===== config.mk =====
export PLATFORM = sky130hd
export DESIGN_NAME = itag_queue
export DESIGN_NICKNAME = d
export VERILOG_FILES = /design/src/design/itag_pkg.sv /design/src/design/itag_queue.sv
export VERILOG_INCLUDE_DIRS = /design/src /design/src/design
export SDC_FILE = /design/constraint.sdc
export NUM_CORES = 1
export LEC_CHECK = 0
export ABC_CLOCK_PERIOD_IN_PS = 17100
export BUFFER_PORTS_ARGS = -buffer_cell sky130_fd_sc_hd__buf_2
export CAP_MARGIN = 20
export CORE_AREA = 5 5 258 260
export CTS_CLUSTER_DIAMETER = 60
export CTS_CLUSTER_SIZE = 30
export DETAILED_ROUTE_END_ITERATION = 8
export DIE_AREA = 0 0 263 265
export PLACE_DENSITY = 0.65
export SETUP_SLACK_MARGIN = 0.1
export SLEW_MARGIN = 10
export SYNTH_ARGS = -nofsm -noshare
export SYNTH_HDL_FRONTEND = slang
export SYNTH_SLANG_ARGS = --single-unit

===== constraint.sdc =====
create_clock -name clk -period 17.1 [get_ports clk]
set_input_delay 1.71 -clock clk [delete_from_list [all_inputs] [get_ports clk]]
set_output_delay 1.71 -clock clk [all_outputs]
set_load 0.05 [all_outputs]

===== src/design/assert_macros.svh =====
// Assertion macros shared by the tag allocator modules.
`ifndef ASSERT_MACROS_SVH
`define ASSERT_MACROS_SVH

// Condition must hold at every clock edge out of reset.
`define ASSERT_ALWAYS(lbl, cond, msg) \
	lbl: assert property (@(posedge clk) disable iff (!arst_n) (cond)) \
		else $error(msg);

// Consequent must hold in the same cycle as the antecedent.
`define ASSERT_IMPLIES(lbl, ante, cons, msg) \
	lbl: assert property (@(posedge clk) disable iff (!arst_n) (ante) |-> (cons)) \
		else $error(msg);

// Consequent must hold in the cycle after the antecedent.
`define ASSERT_NEXT(lbl, ante, cons, msg) \
	lbl: assert property (@(posedge clk) disable iff (!arst_n) (ante) |=> (cons)) \
		else $error(msg);

`endif


===== src/design/itag_pkg.sv =====
// Types and constants for the I/O tag allocator.
package itag_pkg;

	localparam int HW_SLOTS    = 64;
	localparam int SECTOR_BITS = 9;
	localparam int PAGE_BYTES  = 4096;
	localparam int QDEPTH      = 2;
	localparam int TAG_W       = 6;
	localparam int CFG_W       = 7;

	// request kinds
	localparam logic REQ_ISSUE    = 1'b0;
	localparam logic REQ_COMPLETE = 1'b1;

	// response status codes
	localparam logic [2:0] ST_ISSUED     = 3'd0;
	localparam logic [2:0] ST_NO_SLOT    = 3'd1;
	localparam logic [2:0] ST_MISALIGNED = 3'd2;
	localparam logic [2:0] ST_DONE_OK    = 3'd3;
	localparam logic [2:0] ST_DONE_FAIL  = 3'd4;
	localparam logic [2:0] ST_IDLE_SLOT  = 3'd5;

	typedef struct packed {
		logic               req_type;
		logic [30:0]        file_handle;
		logic               is_write;
		logic [54:0]        first_sector;
		logic [54:0]        end_sector;
		logic [63:0]        buffer_address;
		logic [31:0]        request_context;
		logic [TAG_W-1:0]   completion_tag;
		logic signed [63:0] completion_result;
	} itag_req_t;

	typedef struct packed {
		logic [2:0]       status;
		logic [TAG_W-1:0] slot_tag;
		logic [63:0]      byte_offset;
		logic [63:0]      byte_count;
		logic [30:0]      handle_out;
		logic             write_out;
		logic [63:0]      buffer_out;
		logic [31:0]      returned_context;
	} itag_rsp_t;

	// classified request, as queued between front and back
	typedef enum logic [1:0] {
		CMD_ISSUE,
		CMD_MISALIGNED,
		CMD_COMPLETE
	} itag_kind_t;

	typedef struct packed {
		itag_kind_t       kind;
		logic [TAG_W-1:0] tag;
		logic [63:0]      byte_offset;
		logic [63:0]      byte_count;
		logic [30:0]      handle;
		logic             write;
		logic [63:0]      buffer;
		logic [31:0]      context_val;
		logic [63:0]      result;
	} itag_cmd_t;

endpackage


===== src/design/itag_queue.sv =====
// Short FIFO of classified requests between front and back.
`include "assert_macros.svh"

module itag_queue (
	input  logic                clk,
	input  logic                arst_n,
	input  logic                push,
	input  itag_pkg::itag_cmd_t push_data,
	output logic                full,
	input  logic                pop,
	output itag_pkg::itag_cmd_t pop_data,
	output logic                empty
);
	import itag_pkg::*;

	localparam int PTR_W = (QDEPTH > 1) ? $clog2(QDEPTH) : 1;

	itag_cmd_t        entry_q [QDEPTH];
	logic [PTR_W-1:0] wr_ptr_q;
	logic [PTR_W-1:0] rd_ptr_q;
	logic [PTR_W:0]   count_q;

	assign full     = count_q == (PTR_W+1)'(QDEPTH);
	assign empty    = count_q == '0;
	assign pop_data = entry_q[rd_ptr_q];

	// pointers and fill count
	always_ff @(posedge clk or negedge arst_n) begin
		if (!arst_n) begin
			wr_ptr_q <= '0;
			rd_ptr_q <= '0;
			count_q  <= '0;
		end else begin
			if (push) wr_ptr_q <= wr_ptr_q + 1'b1;
			if (pop)  rd_ptr_q <= rd_ptr_q + 1'b1;
			if (push && !pop)      count_q <= count_q + 1'b1;
			else if (pop && !push) count_q <= count_q - 1'b1;
		end
	end

	// storage
	always_ff @(posedge clk) begin
		if (push) entry_q[wr_ptr_q] <= push_data;
	end

	`ASSERT_IMPLIES(a_pop_nonempty, pop, !empty, "pop from empty request queue")

endmodule


==> flow_metrics.env <==
export IMPL_required_ns=15.39
export IMPL_post_cts_resized=0
export IMPL_synth_top_area_frac=0.7750
export IMPL_switching_power_mw=2.536
export IMPL_hold_path_startpoint="count_q[1]"
export IMPL_cts_setup_buffers=0
export IMPL_whs_ns=0.5054
export IMPL_status="completed"
export IMPL_start_util=0.3979
export IMPL_grt_antenna_before_repair=12
export IMPL_drtAntennaViolNets=0
export IMPL_clockBufferDepth=3
export IMPL_pwr_share_comb=0.441
export IMPL_period_share=0.3375
export IMPL_path_class="reg2out"
export IMPL_nNetsFinal=2052
export IMPL_met2_length_mm=29.92
export IMPL_ys_seq_elements=660
export IMPL_path_buf_inv=4
export IMPL_routabilityCongestion=0.7878
export IMPL_crit_path_max_incr_delay_ns=1.05
export IMPL_dr_wl_met3_mm=4.270
export IMPL_synthesis_area_sq_um=25420
export IMPL_fp_row_count=93
export IMPL_r2r_end="entry_q[0][22]"
export IMPL_wire_per_inst_microns=21.30
export IMPL_vdd_drop_max_mv=0.1322
export IMPL_drive_gt1_frac=0.6155
export IMPL_wl_met1_mm=20.20
export IMPL_leakage_nw=12.28
export IMPL_hold_violations=0
export IMPL_die_area_sq_um=69700
export IMPL_ys_seq_area_frac=0.7789
export IMPL_grt_pass1_wl_mm=81.05
export IMPL_hp_class="reg2reg"
export IMPL_p_total_mw=6.056
export IMPL_layout_commonest_cell="buf_2"
export IMPL_track_usage=0.1506
export IMPL_ios=662
export IMPL_gr_total_overflow=0
export IMPL_cts_hold_buf=0
export IMPL_synth_cells=1037
export IMPL_fillCellCount=5331
export IMPL_firstDrtPassIters=4
export IMPL_clkPwrFrac=0.188
export IMPL_critPathLaunchType="register"
export IMPL_seq_power_share=0.371
export IMPL_crit_path_start="rd_ptr_q"
export IMPL_synth_nets=1370
export IMPL_p_per_area_nw_per_um2=196.5
export IMPL_cap_violations=0
export IMPL_synth_top_area_cell="edfxtp_1"
export IMPL_cpLargestDelayFamily="buffers and inverters"
export IMPL_relSlewSlack=0.2619
export IMPL_final_max_slew_viol_count=0
export IMPL_rsz0062_at_grt="false"
export IMPL_slowest_stage="dfrtp_4"
export IMPL_synth_cell_type_count=15
export IMPL_cts_buffers=43
export IMPL_drt_iter0_markers=806
export IMPL_num_vias=12120
export IMPL_cell_internal_pwr_mw=3.520
export IMPL_clk_latency_ns=0.57
export IMPL_area_growth_pct=21.25
export IMPL_place_port_buffers=661
export IMPL_coreArea_sq_um=63880
export IMPL_wl_mm=55.73
export IMPL_h_tree_depth=2
export IMPL_drc=0
export IMPL_syn_avg_cell_area_sq_um=24.51
export IMPL_setup_violations=0
export IMPL_dpl_hpwl_mm=39.46
export IMPL_yosys_warnings=0
export IMPL_place_ws_ns=11.71
export IMPL_via_per_inst=4.632
export IMPL_end_kind="output port"
export IMPL_path_common_cell="buf_4"
export IMPL_root_buffer="clkbuf_16"
export IMPL_reg2reg_depth=4
export IMPL_final_setup_tns_ns=0
export IMPL_worstHoldEndpoint="count_q[1]"
export IMPL_cts_tree="built"
export IMPL_top_layer="met5"
export IMPL_path_cells="buf_4 -> buf_16 -> buf_4 -> mux2_4 -> buf_2"
export IMPL_swShare=0.4187
export IMPL_grt_pass1_vias=12950
export IMPL_synth_area_leaders="edfxtp_1, mux2_4, buf_12"
export IMPL_timing_fmax_mhz=173.3
export IMPL_die_w_microns=263
export IMPL_path_clk_slew_ns=0.09
export IMPL_layout_setup_ws_ns=11.33
export IMPL_final_cell_mix="buf_2, edfxtp_1, mux2_4"
export IMPL_ff2ff_setup_slack_ns=13.21
export IMPL_arrival_ns=4.06
export IMPL_worst_pin_slew_ns=1.107
export IMPL_worstPathMaxFanout=55
export IMPL_fin_skew_ns=0.02158
export IMPL_grt_max_degree=166
export IMPL_die_h_microns=265
export IMPL_worstReg2RegStart="wr_ptr_q"
export IMPL_finalCriticalPeriod_ns=5.772
export IMPL_clock_sinks=660
export IMPL_holdPathStages=1
==> logic make-up after synthesis <==
logic type,synth area share
multiplexers,0.1900
flip-flops,0.7789
AND/OR/NAND/NOR,0.001034
buffers and inverters,0.02781
adder cells (fa/ha/maj),0.0004921
XOR/XNOR,0.001723
==> cell usage after synthesis <==
cell type,n
buf_8,1
xor2_1,4
xnor2_1,1
edfxtp_1,656
buf_6,2
dfrtp_1,4
mux2_2,25
inv_1,1
ha_1,1
buf_2,1
and2_1,1
buf_12,33
nor2b_1,2
mux2_4,303
nor2_1,2
==> worst max-delay path by stage <==
stage | endpoint | slack, ns | cells past startpoint
floorplan | entry_q[0][0] | 0.24 | 1
global placement | pop_data[13] | 11.72 | 4
detailed placement | pop_data[29] | 11.71 | 4
CTS | pop_data[83] | 11.03 | 4
global route | pop_data[83] | 11.15 | 5
finish | pop_data[83] | 11.33 | 5
==> cell type report <==
class | instances | area [sq um] | share of cell area
clock buffers | 47 | 1134 | 0.03678
clock inverters | 32 | 414.1 | 0.01344
diodes | 9 | 22.52 | 0.0007307
flip-flops and latches | 660 | 19800 | 0.6425
repair buffers | 674 | 3451 | 0.1120
multi-input cells | 339 | 4923 | 0.1597
inverters | 1 | 3.754 | 0.0001218
well taps | 855 | 1070 | 0.03471
==> flip-flops by register name, summed over array words and instances (netlist names) <==
register,count
count_q,2
rd_ptr_q,1
entry_q,656
wr_ptr_q,1
==> power by group through the flow <==
stage | Clock, mW | Combinational, mW | Sequential, mW
floorplan | 0 | 2.32 | 2.39
global placement | 0 | 2.69 | 2.27
detailed placement | 0 | 2.69 | 2.29
CTS | 1.17 | 2.70 | 2.25
global route | 1.24 | 2.76 | 2.28
finish | 1.14 | 2.67 | 2.25
==> through the flow <==
step / utilization / instances / cell area, sq um
floorplan: - / 1037 / 25420
global placement: 0.4575 / 2528 / 29220
detailed placement: 0.4575 / 2528 / 29220
CTS: 0.4817 / 2607 / 30770
global route: 0.4823 / 2613 / 30810
finish: 0.4825 / 2617 / 30820
==> routing by layer <==
metal,vias up,GRT usage
li1,5508,-
met1,6148,0.1677
met2,381,0.2783
met3,80,0.04956
met4,6,0.03979
met5,-,0
No activity file was read; power rests on OpenSTA's default activity.
