===== config.mk =====
export PLATFORM = sky130hd
export DESIGN_NAME = itag_front
export DESIGN_NICKNAME = d
export VERILOG_FILES = /design/src/design/assert_macros.svh /design/src/design/itag_pkg.sv /design/src/design/itag_front.sv
export SDC_FILE = /design/constraint.sdc
export NUM_CORES = 1
export LEC_CHECK = 0
export ABC_AREA = 1
export BUFFER_PORTS_ARGS = -buffer_cell sky130_fd_sc_hd__buf_4
export CAP_MARGIN = 10
export CORE_AREA = 4 4 247 249
export DETAILED_ROUTE_END_ITERATION = 8
export DIE_AREA = 0 0 251 253
export GPL_TIMING_DRIVEN = 0
export PLACE_DENSITY = 0.42
export SYNTH_ARGS = -nofsm -noshare
export SYNTH_HDL_FRONTEND = slang
export SYNTH_SLANG_ARGS = --single-unit

===== constraint.sdc =====
create_clock -name vclk -period 1.4
set_input_delay 0 -clock vclk [all_inputs]
set_output_delay 0 -clock vclk [all_outputs]
set_load 0.03 [all_outputs]

===== src/design/assert_macros.svh =====
// Assertion macros shared by the tag allocator modules.
`ifndef ASSERT_MACROS_SVH
`define ASSERT_MACROS_SVH

// Condition must hold at every clock edge out of reset.
`define ASSERT_ALWAYS(lbl, cond, msg) \
	lbl: assert property (@(posedge clk) disable iff (!arst_n) (cond)) \
		else $error(msg);

// Consequent must hold in the same cycle as the antecedent.
`define ASSERT_IMPLIES(lbl, ante, cons, msg) \
	lbl: assert property (@(posedge clk) disable iff (!arst_n) (ante) |-> (cons)) \
		else $error(msg);

// Consequent must hold in the cycle after the antecedent.
`define ASSERT_NEXT(lbl, ante, cons, msg) \
	lbl: assert property (@(posedge clk) disable iff (!arst_n) (ante) |=> (cons)) \
		else $error(msg);

`endif


===== src/design/itag_pkg.sv =====
// Types and constants for the I/O tag allocator.
package itag_pkg;

	localparam int HW_SLOTS    = 64;
	localparam int SECTOR_BITS = 9;
	localparam int PAGE_BYTES  = 4096;
	localparam int QDEPTH      = 2;
	localparam int TAG_W       = 6;
	localparam int CFG_W       = 7;

	// request kinds
	localparam logic REQ_ISSUE    = 1'b0;
	localparam logic REQ_COMPLETE = 1'b1;

	// response status codes
	localparam logic [2:0] ST_ISSUED     = 3'd0;
	localparam logic [2:0] ST_NO_SLOT    = 3'd1;
	localparam logic [2:0] ST_MISALIGNED = 3'd2;
	localparam logic [2:0] ST_DONE_OK    = 3'd3;
	localparam logic [2:0] ST_DONE_FAIL  = 3'd4;
	localparam logic [2:0] ST_IDLE_SLOT  = 3'd5;

	typedef struct packed {
		logic               req_type;
		logic [30:0]        file_handle;
		logic               is_write;
		logic [54:0]        first_sector;
		logic [54:0]        end_sector;
		logic [63:0]        buffer_address;
		logic [31:0]        request_context;
		logic [TAG_W-1:0]   completion_tag;
		logic signed [63:0] completion_result;
	} itag_req_t;

	typedef struct packed {
		logic [2:0]       status;
		logic [TAG_W-1:0] slot_tag;
		logic [63:0]      byte_offset;
		logic [63:0]      byte_count;
		logic [30:0]      handle_out;
		logic             write_out;
		logic [63:0]      buffer_out;
		logic [31:0]      returned_context;
	} itag_rsp_t;

	// classified request, as queued between front and back
	typedef enum logic [1:0] {
		CMD_ISSUE,
		CMD_MISALIGNED,
		CMD_COMPLETE
	} itag_kind_t;

	typedef struct packed {
		itag_kind_t       kind;
		logic [TAG_W-1:0] tag;
		logic [63:0]      byte_offset;
		logic [63:0]      byte_count;
		logic [30:0]      handle;
		logic             write;
		logic [63:0]      buffer;
		logic [31:0]      context_val;
		logic [63:0]      result;
	} itag_cmd_t;

endpackage


===== src/design/itag_front.sv =====
// Front end: classifies a request and precomputes the descriptor byte fields.
module itag_front (
	input  itag_pkg::itag_req_t req,
	output itag_pkg::itag_cmd_t cmd
);
	import itag_pkg::*;

	logic misaligned;
	logic [63:0] span;

	// page alignment: low address bits must be zero
	assign misaligned = (req.buffer_address & 64'(PAGE_BYTES - 1)) != 64'd0;
	// sector span wraps modulo 2^64
	assign span = 64'(req.end_sector) - 64'(req.first_sector);

	always_comb begin
		cmd = '0;
		cmd.tag         = req.completion_tag;
		cmd.result      = req.completion_result;
		cmd.handle      = req.file_handle;
		cmd.write       = req.is_write;
		cmd.buffer      = req.buffer_address;
		cmd.context_val = req.request_context;
		cmd.byte_offset = 64'(req.first_sector) << SECTOR_BITS;
		cmd.byte_count  = span << SECTOR_BITS;
		if (req.req_type == REQ_COMPLETE) begin
			cmd.kind = CMD_COMPLETE;
		end else if (misaligned) begin
			cmd.kind = CMD_MISALIGNED;
		end else begin
			cmd.kind = CMD_ISSUE;
		end
	end

endmodule


==> metrics.log <==
INFO  metric antenna_cells = 0
INFO  metric finish.net_count = 2261
INFO  metric num_rows = 89
INFO  metric hold-worst-slack = 0.2162 ns
INFO  metric final_layout_size_suffix_gt1_share = 64.22%
INFO  metric dp_hpwl = 35960 um
INFO  metric start_util = 12.36%
INFO  metric count_of_cells_along_the_worst_hold_path = 2
INFO  metric core_region_area = 0.05869 mm2
INFO  metric power_per_cell_area = 519.7 mW/mm2
INFO  metric cts.hold.buffers_added = 0
INFO  metric slew_viol_final = 0
INFO  metric vdd_drop_max = 0.1447 mV
INFO  metric drtAntennaViolNets = 0
INFO  metric outcome = complete, but fails checks
INFO  metric wire_length_of_the_first_global_routing_pass = 54890 um
INFO  metric syn2layout_area_growth = 101.2%
INFO  metric chipWidth = 251 um
INFO  metric grt_antenna_before_repair = 2
INFO  metric drt_first_iter_violations = 204
INFO  metric report.final.setup_viol = 48
INFO  metric register_area = 0 um2
INFO  metric first_global_vias = 9442
INFO  metric power.switching_fraction = 57.56%
INFO  metric fmax = 556.2 MHz
INFO  metric synth-seq-area-share = 0%
INFO  metric intPower = 3.219 mW
INFO  metric criticalPathCategory = input pin to primary output
INFO  metric dr_total_vias = 9349
INFO  metric failed_checks = negative setup slack
INFO  metric num-fill-cells = 6587
INFO  metric n_sequential_cell = 0
INFO  metric min_path_type = input pin to primary output
INFO  metric layout.clock_buffers = 0
INFO  metric p_switching = 4.365 mW
INFO  metric pwr-share-clk = 0%
INFO  metric vias_per_cell = 3.504
INFO  metric drt-total-wl = 39150 um
INFO  metric power.share.sequential = 0%
INFO  metric inst_count_dp = 2601
INFO  metric ys_warn_count = 0
INFO  metric power_leakage = 7.930 nW
INFO  metric layout_worst_path_cycle_share = 128.4%
INFO  metric final_cell_count_no_fill = 2668
INFO  metric worst-endpoint-arrival = 1.80 ns
INFO  metric grt_max_degree = 7
INFO  metric detailedRoute.firstPassIterationCount = 6
INFO  metric netlist_area = 0.007254 mm2
INFO  metric ioPinCount = 637
INFO  metric die_height = 253 um
INFO  metric finalPower = 7.584 mW
INFO  metric synth_cell_type_count = 30
INFO  metric synth_cells = 1378
INFO  metric min_period = 1.798 ns
INFO  metric die_area = 0.06350 mm2
INFO  metric gr_util_all_layers = 11.14%
INFO  metric timing.max_cap.violations = 0
INFO  metric detail_route.wl_per_cell = 14.67 um
INFO  metric critPathRequiredTime = 1.40 ns
INFO  metric dp_worst_setup_slack = -0.7544 ns
INFO  metric synthesis.area_per_instance = 5.264 um2
INFO  metric unrepaired_setup_endpoints_after_global_routing = true
INFO  metric finalHoldViolCount = 0
INFO  metric setup_total_negative_slack = -9.402 ns
INFO  metric detail_route.drc_violations = 0
INFO  metric p_comb_share = 100.0%
INFO  metric final_setup_slack_of_the_worst_path = -0.3980 ns
INFO  metric worstSetupEndpointType = primary output
INFO  metric critPathLaunchType = input pin
INFO  metric io_buffer_count = 433
INFO  metric globalplace.congestion = 0.8451
INFO  metric crit_fanout = 4
INFO  metric globalRoute.totalOverflow = 0
-- power by group through the flow --
| stage | registers (mW) | logic, mW | clock network, mW |
|---|---|---|---|
| after floorplan | 0 | 3.86 | 0 |
| after global placement | 0 | 6.20 | 0 |
| after detailed placement | 0 | 6.19 | 0 |
| after CTS | 0 | 7.27 | 0 |
| after global routing | 0 | 8.15 | 0 |
| final | 0 | 7.58 | 0 |
-- critical path, stage by stage --
cell                       delay, ns
sky130_fd_sc_hd__buf_8          0.11
sky130_fd_sc_hd__inv_12         0.04
sky130_fd_sc_hd__ha_4           0.14
sky130_fd_sc_hd__inv_4          0.04
sky130_fd_sc_hd__fa_2           0.38
sky130_fd_sc_hd__nand2_2        0.08
sky130_fd_sc_hd__nand3_2        0.08
sky130_fd_sc_hd__and2_4         0.16
sky130_fd_sc_hd__nand3b_1       0.14
sky130_fd_sc_hd__nand3_4        0.15
sky130_fd_sc_hd__nand2_4        0.11
sky130_fd_sc_hd__nand4_1        0.13
sky130_fd_sc_hd__nand2_4        0.10
sky130_fd_sc_hd__buf_6          0.13
-- final timing paths --
kind,start,endpoint,slack [ns]
worst min-delay path,req[306],cmd[190],0.22
worst max-delay path,req[166],cmd[253],-0.40
-- cell families (layout without fill, tap and decap cells) --
logic type / Yosys count / in the layout / share of synthesized area, %
compound gates: 40 / 40 / 2.984
xor+xnor: 30 / 30 / 3.622
fa+ha+maj: 55 / 55 / 9.590
buf+inv: 579 / 1079 / 44.03
other cells: 1 / 18 / 0.05169
simple gates: 673 / 673 / 39.72
-- cells in the final DEF, fill, tap and decap left out, types with 6 or more instances in the layout --
cell type	netlist	routed
sky130_fd_sc_hd__inv_4	0	15
sky130_fd_sc_hd__nand2_4	0	36
sky130_fd_sc_hd__buf_6	0	74
sky130_fd_sc_hd__inv_1	293	245
sky130_fd_sc_hd__nor2_4	8	44
sky130_fd_sc_hd__nor2_2	18	28
sky130_fd_sc_hd__conb_1	1	18
sky130_fd_sc_hd__ha_4	0	51
sky130_fd_sc_hd__nor2_1	75	29
sky130_fd_sc_hd__nor3_4	1	7
sky130_fd_sc_hd__a21oi_2	0	8
sky130_fd_sc_hd__nand2_2	8	138
sky130_fd_sc_hd__buf_8	0	6
sky130_fd_sc_hd__xor2_2	0	17
sky130_fd_sc_hd__nand3_1	51	24
sky130_fd_sc_hd__nand3_2	8	23
sky130_fd_sc_hd__inv_2	14	42
sky130_fd_sc_hd__nand4_1	15	15
sky130_fd_sc_hd__xor2_1	26	8
sky130_fd_sc_hd__nand2_1	467	299
sky130_fd_sc_hd__a21oi_1	30	17
sky130_fd_sc_hd__nand3_4	0	12
sky130_fd_sc_hd__buf_4	272	689
-- per-layer routing --
layer,global-route usage [%],wire [um],vias to the layer above
met3,2.095,2544,14
met5,0,27,-
met2,21.85,20860,296
met4,0.7608,329,4
li1,-,-,4786
met1,13.04,15390,4249
-- what timing repair did --
action / 4_1_cts / 5_1_grt
pin swaps: 95 / 99
gates resized for setup: 400 / 192
setup buffers: 39 / 29
setup endpoints to repair: 51 / 50
-- area by class of cell --
type | count | area, um2 | share of cell area (%)
Tap cell | 773 | 967.2 | 6.627
Timing Repair Buffer | 500 | 4114 | 28.19
Inverter | 307 | 1219 | 8.350
Buffer | 272 | 2042 | 13.99
Multi-Input combinational cell | 816 | 6252 | 42.84
-- Yosys cell counts, types with 3 or more instances --
cell	instances	area, um2
sky130_fd_sc_hd__ha_1	54	675.7
sky130_fd_sc_hd__a21oi_1	30	150.1
sky130_fd_sc_hd__nor2_2	18	112.6
sky130_fd_sc_hd__inv_1	293	1100
sky130_fd_sc_hd__nor4_1	4	25.02
sky130_fd_sc_hd__nand2_2	8	50.05
sky130_fd_sc_hd__nor2_1	75	281.5
sky130_fd_sc_hd__inv_2	14	52.55
sky130_fd_sc_hd__nor2_4	8	90.09
sky130_fd_sc_hd__xor2_1	26	227.7
sky130_fd_sc_hd__o21ai_0	3	15.01
sky130_fd_sc_hd__nor3_2	4	40.04
sky130_fd_sc_hd__nand3_1	51	255.2
sky130_fd_sc_hd__o21bai_1	5	37.54
sky130_fd_sc_hd__and2_1	5	31.28
sky130_fd_sc_hd__nor3_1	5	25.02
sky130_fd_sc_hd__nand4_1	15	93.84
sky130_fd_sc_hd__nand3_2	8	80.08
sky130_fd_sc_hd__xnor2_1	4	35.03
sky130_fd_sc_hd__buf_4	272	2042
sky130_fd_sc_hd__nand2_1	467	1753
-- metrics by stage --
step | instance area, um2 | util [%]
floorplan | 7526 | -
global placement | 11740 | 20.01
detailed placement | 11740 | 20.01
CTS | 13750 | 23.44
global route | 14590 | 24.87
finish | 14590 | 24.87
Note: power is estimated with default switching activity, not from simulation.
